File: src/rtl/core/slre_pkg.sv
// Package of the sound register log encoder: request codes, log byte codes,
// the command record passed from the front to the back, and the back FSM states.
// Depends on nothing.
package slre_pkg;

	localparam logic [1:0] REQ_TICK  = 2'd0;
	localparam logic [1:0] REQ_WRITE = 2'd1;
	localparam logic [1:0] REQ_END   = 2'd2;

	localparam logic [7:0] SYNC_ONE   = 8'hFF;
	localparam logic [7:0] SYNC_MANY  = 8'hFE;
	localparam logic [7:0] END_MARK   = 8'hFD;
	localparam logic [7:0] DIGIT_MORE = 8'h80;
	localparam logic [6:0] DIGIT_MASK = 7'h7F;

	// Ticks left pending by the file open: padding plus the first event.
	localparam int TICK_PAD   = 10;
	localparam int TICK_RESET = TICK_PAD + 1;

	typedef struct packed {
		logic       is_end;
		logic [7:0] module_id;
		logic [7:0] reg_addr;
		logic [7:0] reg_value;
	} cmd_t;

	localparam int CMD_W = $bits(cmd_t);

	typedef enum logic [2:0] {
		B_START,
		B_FF_LAST,
		B_DIG,
		B_CMD,
		B_ADDR,
		B_VAL
	} back_state_t;

endpackage

File: src/rtl/core/slre_queue.sv
// Small FIFO between the front and the back of the log encoder.
// Depends on nothing; the entry width and depth are parameters.
module slre_queue #(
	parameter int WIDTH = 57,
	parameter int DEPTH = 2
) (
	input  logic             clk,
	input  logic             arst_n,
	input  logic             push,
	input  logic [WIDTH-1:0] push_data,
	input  logic             pop,
	output logic [WIDTH-1:0] head,
	output logic             full,
	output logic             empty
);

	localparam int AW = (DEPTH > 1) ? $clog2(DEPTH) : 1;

	logic [WIDTH-1:0] entry_q [DEPTH];
	logic [AW-1:0]    wr_ptr_q;
	logic [AW-1:0]    rd_ptr_q;
	logic [AW:0]      fill_q;

	assign full  = (fill_q == (AW+1)'(DEPTH));
	assign empty = (fill_q == '0);
	assign head  = entry_q[rd_ptr_q];

	always_ff @(posedge clk) begin
		if (push) begin
			entry_q[wr_ptr_q] <= push_data;
		end
	end

	always_ff @(posedge clk or negedge arst_n) begin
		if (!arst_n) begin
			wr_ptr_q <= '0;
			rd_ptr_q <= '0;
			fill_q   <= '0;
		end else begin
			if (push) begin
				wr_ptr_q <= (wr_ptr_q == AW'(DEPTH - 1)) ? '0 : wr_ptr_q + 1'b1;
			end
			if (pop) begin
				rd_ptr_q <= (rd_ptr_q == AW'(DEPTH - 1)) ? '0 : rd_ptr_q + 1'b1;
			end
			if (push && !pop) begin
				fill_q <= fill_q + 1'b1;
			end else if (pop && !push) begin
				fill_q <= fill_q - 1'b1;
			end
		end
	end

endmodule

File: src/rtl/core/slre_front.sv
// Front of the log encoder: accepts request words, counts ticks and queues
// writes and end marks with the tick count to flush. Depends on slre_pkg.
module slre_front #(
	parameter int TICK_COUNT_BITS = 32
) (
	input  logic                                      clk,
	input  logic                                      arst_n,
	input  logic                                      s_tvalid,
	output logic                                      s_tready,
	input  logic [23:0]                               s_tdata,
	input  logic [1:0]                                s_tuser,
	input  logic                                      q_full,
	output logic                                      push,
	output logic [TICK_COUNT_BITS+slre_pkg::CMD_W-1:0] push_data
);
	import slre_pkg::*;

	logic [TICK_COUNT_BITS-1:0] count_q;
	logic                       log_open_q;
	logic                       accept;
	logic                       is_cmd;
	cmd_t                       cmd;

	// Once the log is closed, words are swallowed without a queue slot.
	assign s_tready = !log_open_q || !q_full;
	assign accept   = s_tvalid && s_tready && log_open_q;
	assign is_cmd   = (s_tuser == REQ_WRITE) || (s_tuser == REQ_END);
	assign push     = accept && is_cmd;

	always_comb begin
		cmd.is_end    = (s_tuser == REQ_END);
		cmd.module_id = s_tdata[7:0];
		cmd.reg_addr  = s_tdata[15:8];
		cmd.reg_value = s_tdata[23:16];
	end

	assign push_data = {count_q, cmd};

	always_ff @(posedge clk or negedge arst_n) begin
		if (!arst_n) begin
			count_q    <= TICK_COUNT_BITS'(TICK_RESET);
			log_open_q <= 1'b1;
		end else if (accept) begin
			if (s_tuser == REQ_TICK) begin
				if (count_q != '1) begin
					count_q <= count_q + 1'b1;
				end
			end else if (is_cmd) begin
				count_q <= '0;
				if (s_tuser == REQ_END) begin
					log_open_q <= 1'b0;
				end
			end
		end
	end

endmodule

File: src/rtl/core/slre_back.sv
// Back of the log encoder: turns a queued command into sync, digit and command
// bytes, one per cycle unless stalled, via an output register. Depends on slre_pkg.
module slre_back #(
	parameter int TICK_COUNT_BITS = 32
) (
	input  logic                                      clk,
	input  logic                                      arst_n,
	input  logic [TICK_COUNT_BITS+slre_pkg::CMD_W-1:0] head,
	input  logic                                      q_empty,
	output logic                                      pop,
	output logic                                      m_tvalid,
	input  logic                                      m_tready,
	output logic [7:0]                                m_tdata,
	output logic                                      m_tlast
);
	import slre_pkg::*;

	localparam int TW = TICK_COUNT_BITS;

	back_state_t   state_q, state_d;
	logic [TW-1:0] rem_q, rem_d;
	logic [TW-1:0] cnt;
	cmd_t          cmd;
	logic          can_load;
	logic          emit;
	logic          more;
	logic [7:0]    byte_d;
	logic          last_d;
	logic          done;
	logic          m_tvalid_q;
	logic [7:0]    m_tdata_q;
	logic          m_tlast_q;

	assign cmd      = head[CMD_W-1:0];
	assign cnt      = head[TW+CMD_W-1:CMD_W];
	assign can_load = !m_tvalid_q || m_tready;
	assign emit     = can_load && ((state_q != B_START) || !q_empty);
	assign more     = (rem_q[TW-1:7] != '0);
	assign pop      = emit && done;

	// Next state and the base-128 remainder.
	always_comb begin
		state_d = state_q;
		rem_d   = rem_q;
		if (emit) begin
			unique case (state_q)
				B_START: begin
					if (cnt == '0) begin
						state_d = cmd.is_end ? B_START : B_ADDR;
					end else if (cnt == TW'(1)) begin
						state_d = B_CMD;
					end else if (cnt == TW'(2)) begin
						state_d = B_FF_LAST;
					end else begin
						state_d = B_DIG;
						rem_d   = cnt - TW'(2);
					end
				end
				B_FF_LAST: state_d = B_CMD;
				B_DIG: begin
					if (more) begin
						rem_d = rem_q >> 7;
					end else begin
						state_d = B_CMD;
					end
				end
				B_CMD:  state_d = cmd.is_end ? B_START : B_ADDR;
				B_ADDR: state_d = B_VAL;
				B_VAL:  state_d = B_START;
				default: state_d = B_START;
			endcase
		end
	end

	// Byte emitted in the current state and whether it ends the command.
	always_comb begin
		byte_d = SYNC_ONE;
		last_d = 1'b0;
		done   = 1'b0;
		unique case (state_q)
			B_START: begin
				if (cnt == '0) begin
					if (cmd.is_end) begin
						byte_d = END_MARK;
						last_d = 1'b1;
						done   = 1'b1;
					end else begin
						byte_d = cmd.module_id;
					end
				end else if ((cnt == TW'(1)) || (cnt == TW'(2))) begin
					byte_d = SYNC_ONE;
				end else begin
					byte_d = SYNC_MANY;
				end
			end
			B_FF_LAST: byte_d = SYNC_ONE;
			B_DIG: begin
				byte_d = more ? (DIGIT_MORE | {1'b0, rem_q[6:0] & DIGIT_MASK})
				              : {1'b0, rem_q[6:0] & DIGIT_MASK};
			end
			B_CMD: begin
				if (cmd.is_end) begin
					byte_d = END_MARK;
					last_d = 1'b1;
					done   = 1'b1;
				end else begin
					byte_d = cmd.module_id;
				end
			end
			B_ADDR: byte_d = cmd.reg_addr;
			B_VAL: begin
				byte_d = cmd.reg_value;
				last_d = 1'b1;
				done   = 1'b1;
			end
			default: byte_d = SYNC_ONE;
		endcase
	end

	always_ff @(posedge clk or negedge arst_n) begin
		if (!arst_n) begin
			state_q    <= B_START;
			m_tvalid_q <= 1'b0;
		end else begin
			state_q <= state_d;
			if (can_load) begin
				m_tvalid_q <= emit;
			end
		end
	end

	always_ff @(posedge clk) begin
		rem_q <= rem_d;
		if (can_load) begin
			m_tdata_q <= byte_d;
			m_tlast_q <= last_d;
		end
	end

	assign m_tvalid = m_tvalid_q;
	assign m_tdata  = m_tdata_q;
	assign m_tlast  = m_tlast_q;

endmodule

File: src/rtl/core/sound_register_log_encoder_core.sv
// Top level of the sound register log encoder core.
// Depends on slre_pkg, slre_front, slre_queue and slre_back.
//
// The slave channel takes request words: s_tuser carries the request kind
// (timer tick, register write or end of log) and s_tdata the write fields.
// The master channel gives the log stream one byte per word; m_tlast marks
// the final byte caused by a request. Ticks only count and produce nothing.
// A write produces the flushed tick code (none, one or two 0xFF, or 0xFE and
// up to five base-128 digits) followed by module, address and data bytes, so
// three to nine words. An end of log produces the flush and 0xFD, then closes
// the log: every later request is taken and dropped.
//
// The front takes a word while the queue has room. Each command then waits
// in a two-entry queue; the back sequencer emits one byte per cycle into the
// output register while m_tready allows. The first byte of a command passes
// through the queue and then the output register. Throughput is bounded by
// the back sequencer: one output byte per cycle while m_tready allows.
//
// Reset clears the queue and output register and leaves eleven ticks pending.
// When the receiver stalls, the output word holds; the queue fills and then
// s_tready drops until the back frees an entry.
module sound_register_log_encoder_core #(
	parameter int TICK_COUNT_BITS = 32
) (
	input  logic        clk,
	input  logic        arst_n,
	input  logic        s_tvalid,
	output logic        s_tready,
	input  logic [23:0] s_tdata,   // module_id [7:0], reg_addr [15:8], reg_value [23:16]
	input  logic [1:0]  s_tuser,   // req_type [1:0]
	output logic        m_tvalid,
	input  logic        m_tready,
	output logic [7:0]  m_tdata,   // out_byte [7:0]
	output logic        m_tlast    // last_byte
);
	import slre_pkg::*;

	// Each queue entry is the tick count to flush above the command record.
	localparam int ENTRY_W = TICK_COUNT_BITS + CMD_W;

	logic               q_full;
	logic               q_empty;
	logic               push;
	logic               pop;
	logic [ENTRY_W-1:0] push_data;
	logic [ENTRY_W-1:0] head;

	slre_front #(
		.TICK_COUNT_BITS(TICK_COUNT_BITS)
	) u_front (
		.clk      (clk),
		.arst_n   (arst_n),
		.s_tvalid (s_tvalid),
		.s_tready (s_tready),
		.s_tdata  (s_tdata),
		.s_tuser  (s_tuser),
		.q_full   (q_full),
		.push     (push),
		.push_data(push_data)
	);

	slre_queue #(
		.WIDTH(ENTRY_W),
		.DEPTH(2)
	) u_queue (
		.clk      (clk),
		.arst_n   (arst_n),
		.push     (push),
		.push_data(push_data),
		.pop      (pop),
		.head     (head),
		.full     (q_full),
		.empty    (q_empty)
	);

	slre_back #(
		.TICK_COUNT_BITS(TICK_COUNT_BITS)
	) u_back (
		.clk     (clk),
		.arst_n  (arst_n),
		.head    (head),
		.q_empty (q_empty),
		.pop     (pop),
		.m_tvalid(m_tvalid),
		.m_tready(m_tready),
		.m_tdata (m_tdata),
		.m_tlast (m_tlast)
	);

endmodule

File: config.mk
export PLATFORM = sky130hd
export DESIGN_NAME = sound_register_log_encoder_core
export DESIGN_NICKNAME = d
export VERILOG_FILES = /design/src/rtl/core/slre_pkg.sv /design/src/rtl/core/slre_queue.sv /design/src/rtl/core/slre_front.sv /design/src/rtl/core/slre_back.sv /design/src/rtl/core/sound_register_log_encoder_core.sv
export SDC_FILE = /design/constraint.sdc
export NUM_CORES = 1
export LEC_CHECK = 0
export BUFFER_PORTS_ARGS = -buffer_cell sky130_fd_sc_hd__buf_4
export CAP_MARGIN = 20
export CORE_MARGIN = 3
export CORE_UTILIZATION = 50
export CTS_CLUSTER_SIZE = 8
export DETAILED_ROUTE_END_ITERATION = 8
export PLACE_DENSITY_LB_ADDON = 0.05
export SYNTH_ARGS = -nofsm -noshare
export SYNTH_HDL_FRONTEND = slang
export SYNTH_SLANG_ARGS = --single-unit
File: constraint.sdc
create_clock -name clk -period 5.4 [get_ports clk]
set_input_delay 1.08 -clock clk [delete_from_list [all_inputs] [get_ports clk]]
set_output_delay 1.08 -clock clk [all_outputs]
set_load 0.02 [all_outputs]
==> flow_summary.yaml <==
timing:
  skew_ps: 10.7
  relSlewSlack_pct: 36.5
  hold_violations: 0
  whs_ps: 507
  fin_crit_sh_pct: 65.6
  final_max_slew_viol_count: 0
  worstMarginPinSlew_ps: 927
  finalCriticalPeriod_ps: 3540
  rsz0062_at_grt: "false"
  setup-tns-final_ps: 0
  setup_slack_ps: 1860
  setup_viol: 0
  fmax_mhz: 282
run:
  max-cap-violations: 0
power_and_ir_drop:
  p_per_area_nw_per_um2: 277
  seq_power_share_pct: 56.1
  clkPwrFrac_pct: 42.7
  power_switching_share_pct: 21.8
  p_sw_w: 0.000627
  ir_drop_uv: 277
  power.internal_w: 0.00225
  total_leakage_power_nw: 3.58
  power_frac_comb_pct: 1.2
status:
  status: "finished clean"
detailed_routing:
  ant_nets: 0
  drt_iter0_markers: 546
  avgRoutedWirePerCell_um: 19.4
  drt_pass1_iterations: 7
  postRouteWirelength_um: 19900
  viasPerCell: 5.95
  vias: 6089
  drc: 0
die:
  die_h_um: 142
  rows: 49
  die_x_um: 142
  dieArea_sq_um: 20300
  io_pins: 41
  initial_core_util_pct: 51.4
  core_sq_um: 18100
finish:
  drive_above_1_share_pct: 15.5
  final_util_pct: 57.5
  area_growth_pct: 12.0
  finalNetCount: 817
  num_antenna_cells: 0
synthesis:
  syn_inst: 748
  async_reset_ff_share_pct: 20.9
  synth.area.top_cells: "edfxtp_1, dfrtp_1, mux2i_1, o21ai_0, xnor2_1"
  synth.top_cell.area_share_pct: 50.1
  synth_ff_type: "edfxtp_1"
  yosysSeqAreaShare_pct: 61.2
  synth_commonest_cells: "edfxtp_1, nand2_1, nor2_1, o21ai_0, mux2i_1"
  yosysMostFrequentCell: "edfxtp_1"
  yosysUniqueCellTypes: 71
  yosysTopAreaCell: "edfxtp_1"
  synth_edf_count: 155
  yosysWarnings: 0
  synth_seq_cells: 196
  netlist_area_sq_um: 9290
  syn_avg_cell_area_sq_um: 12.4
  synth_fp_nets: 783
placement:
  dp_slack_ps: 1910
  place_congestion: 0.855
  dpl.hpwl_um: 14200
  port_buffers: 40
clock_network:
  clk_latency_ps: 430
  cts_tree: "built"
  cts_setup_buffers: 0
  path_clk_slew_ps: 80
  clock_sinks: 196
  numCtsBuffers: 17
  hold_buffers: 0
  htree_levels: 4
  cts_buffer_depth: 2
  post_cts_resize_count: 0
  cts_root_buf: "clkbuf_16"
global_routing:
  gr-usage-met1_pct: 31.8
  grt_pass1_wl_um: 31800
  grtUsageMet2_pct: 28.6
  grt_max_degree: 70
  top_usage_layer: "met1"
  grt-ovfl-total: 0
  grt_usage_pct: 20.2
  met3_usage_pct: 3.83
  antenna_found_initial: 0
  grt_pass1_vias: 5927
worst_setup_path:
  rrSetupSlack_ps: 1860
  crit_fanout: 69
  endpoint_kind: "flop"
  cp.required_ps: 5750
  criticalPathCategory: "reg2reg"
  critPathArrivalTime_ps: 3890
  crit_path_start_kind: "flop"
worst_hold_path:
  hold_path.class: "reg2reg"
[worst max-delay path, cell delays in order, from the launching register on]
cell and delay (ps):
dfrtp_4 970, nor4b_2 460, o221ai_2 240, or4_4 580, o41ai_4 390, nand2b_2 140, ha_1 210, xor2_1 140
nor2_1 120, xor2_1 170
[layer usage]
metal / routed length [um] / part of all wire (%) / vias up
li1: - / - / 2926
met5: 0 / 0 / -
met4: 362 / 1.8 / 0
met2: 8750 / 44 / 132
met3: 808 / 4.1 / 23
met1: 9980 / 50 / 3008
[cells in the final DEF (no fill, tap or decap), drive strengths merged, types with 17 or more instances in the layout]
cell type  netlist  routed
xnor2           26      26
mux2i           40      40
nand2           59      59
nor3            28      28
edfxtp         155     155
a21oi           35      35
buf             11      47
o21ai           56      56
nand3           18      18
nor2            59      59
dfrtp           37      37
clkbuf          21      17
[power groups by stage]
stage	logic [W]	clock network [W]	registers, W
CTS	0.0000348	0.00125	0.00161
global placement	0.0000331	0	0.00165
global route	0.0000386	0.00132	0.00161
floorplan	0.00000754	0	0.00165
finish	0.0000342	0.00123	0.00161
detailed placement	0.0000348	0	0.00165
[cell families after synthesis]
| group | after synthesis | share of synthesized area [%] |
|---|---|---|
| compound gates | 158 | 11.1 |
| xor+xnor | 40 | 3.77 |
| fa+ha+maj | 5 | 0.673 |
| buf+inv | 41 | 1.89 |
| flops | 196 | 61.2 |
| mux | 50 | 6.45 |
| simple gates | 258 | 15.0 |
[path summary, 6_finish.rpt]
kind                            depth (start not counted)                   to               start
worst max-delay path                                    9    u_queue.fill_q[1]    u_queue.rd_ptr_q
worst min-delay path                                    1   u_front.log_open_q  u_front.log_open_q
worst max register to register                          9    u_queue.fill_q[1]    u_queue.rd_ptr_q
worst min register to register                          1   u_front.log_open_q  u_front.log_open_q
max in group asynchronous                               1     u_queue.rd_ptr_q              arst_n
min in group asynchronous                               1  u_front.count_q[17]              arst_n
[stage by stage]
stage	cell area [sq um]	power, W	instances
after global placement	9820	0.00168	992
after detailed placement	9820	0.00168	992
final	10400	0.00288	1024
after global routing	10400	0.00298	1024
after floorplan	9290	0.00166	748
after CTS	10400	0.00290	1024
[sequential cells by signal, indices dropped and copies added (netlist names), 2 cells and up]
name             flops
u_queue.fill_q       2
u_back.m_tdata       8
u_front.count_q     32
u_back.rem_q        32
u_queue.entry_q    114
u_back.state_q       3
[layout make-up]
| type | instances | area (sq um) |
|---|---|---|
| Fill cell | 1456 | 7680 |
| Sequential cell | 196 | 5690 |
| Multi-Input combinational cell | 511 | 3460 |
| Clock buffer | 17 | 425 |
| Timing Repair Buffer | 47 | 353 |
| Tap cell | 229 | 287 |
| Clock inverter | 15 | 161 |
| Inverter | 9 | 33.8 |
Note: power is estimated with default switching activity, not from simulation.
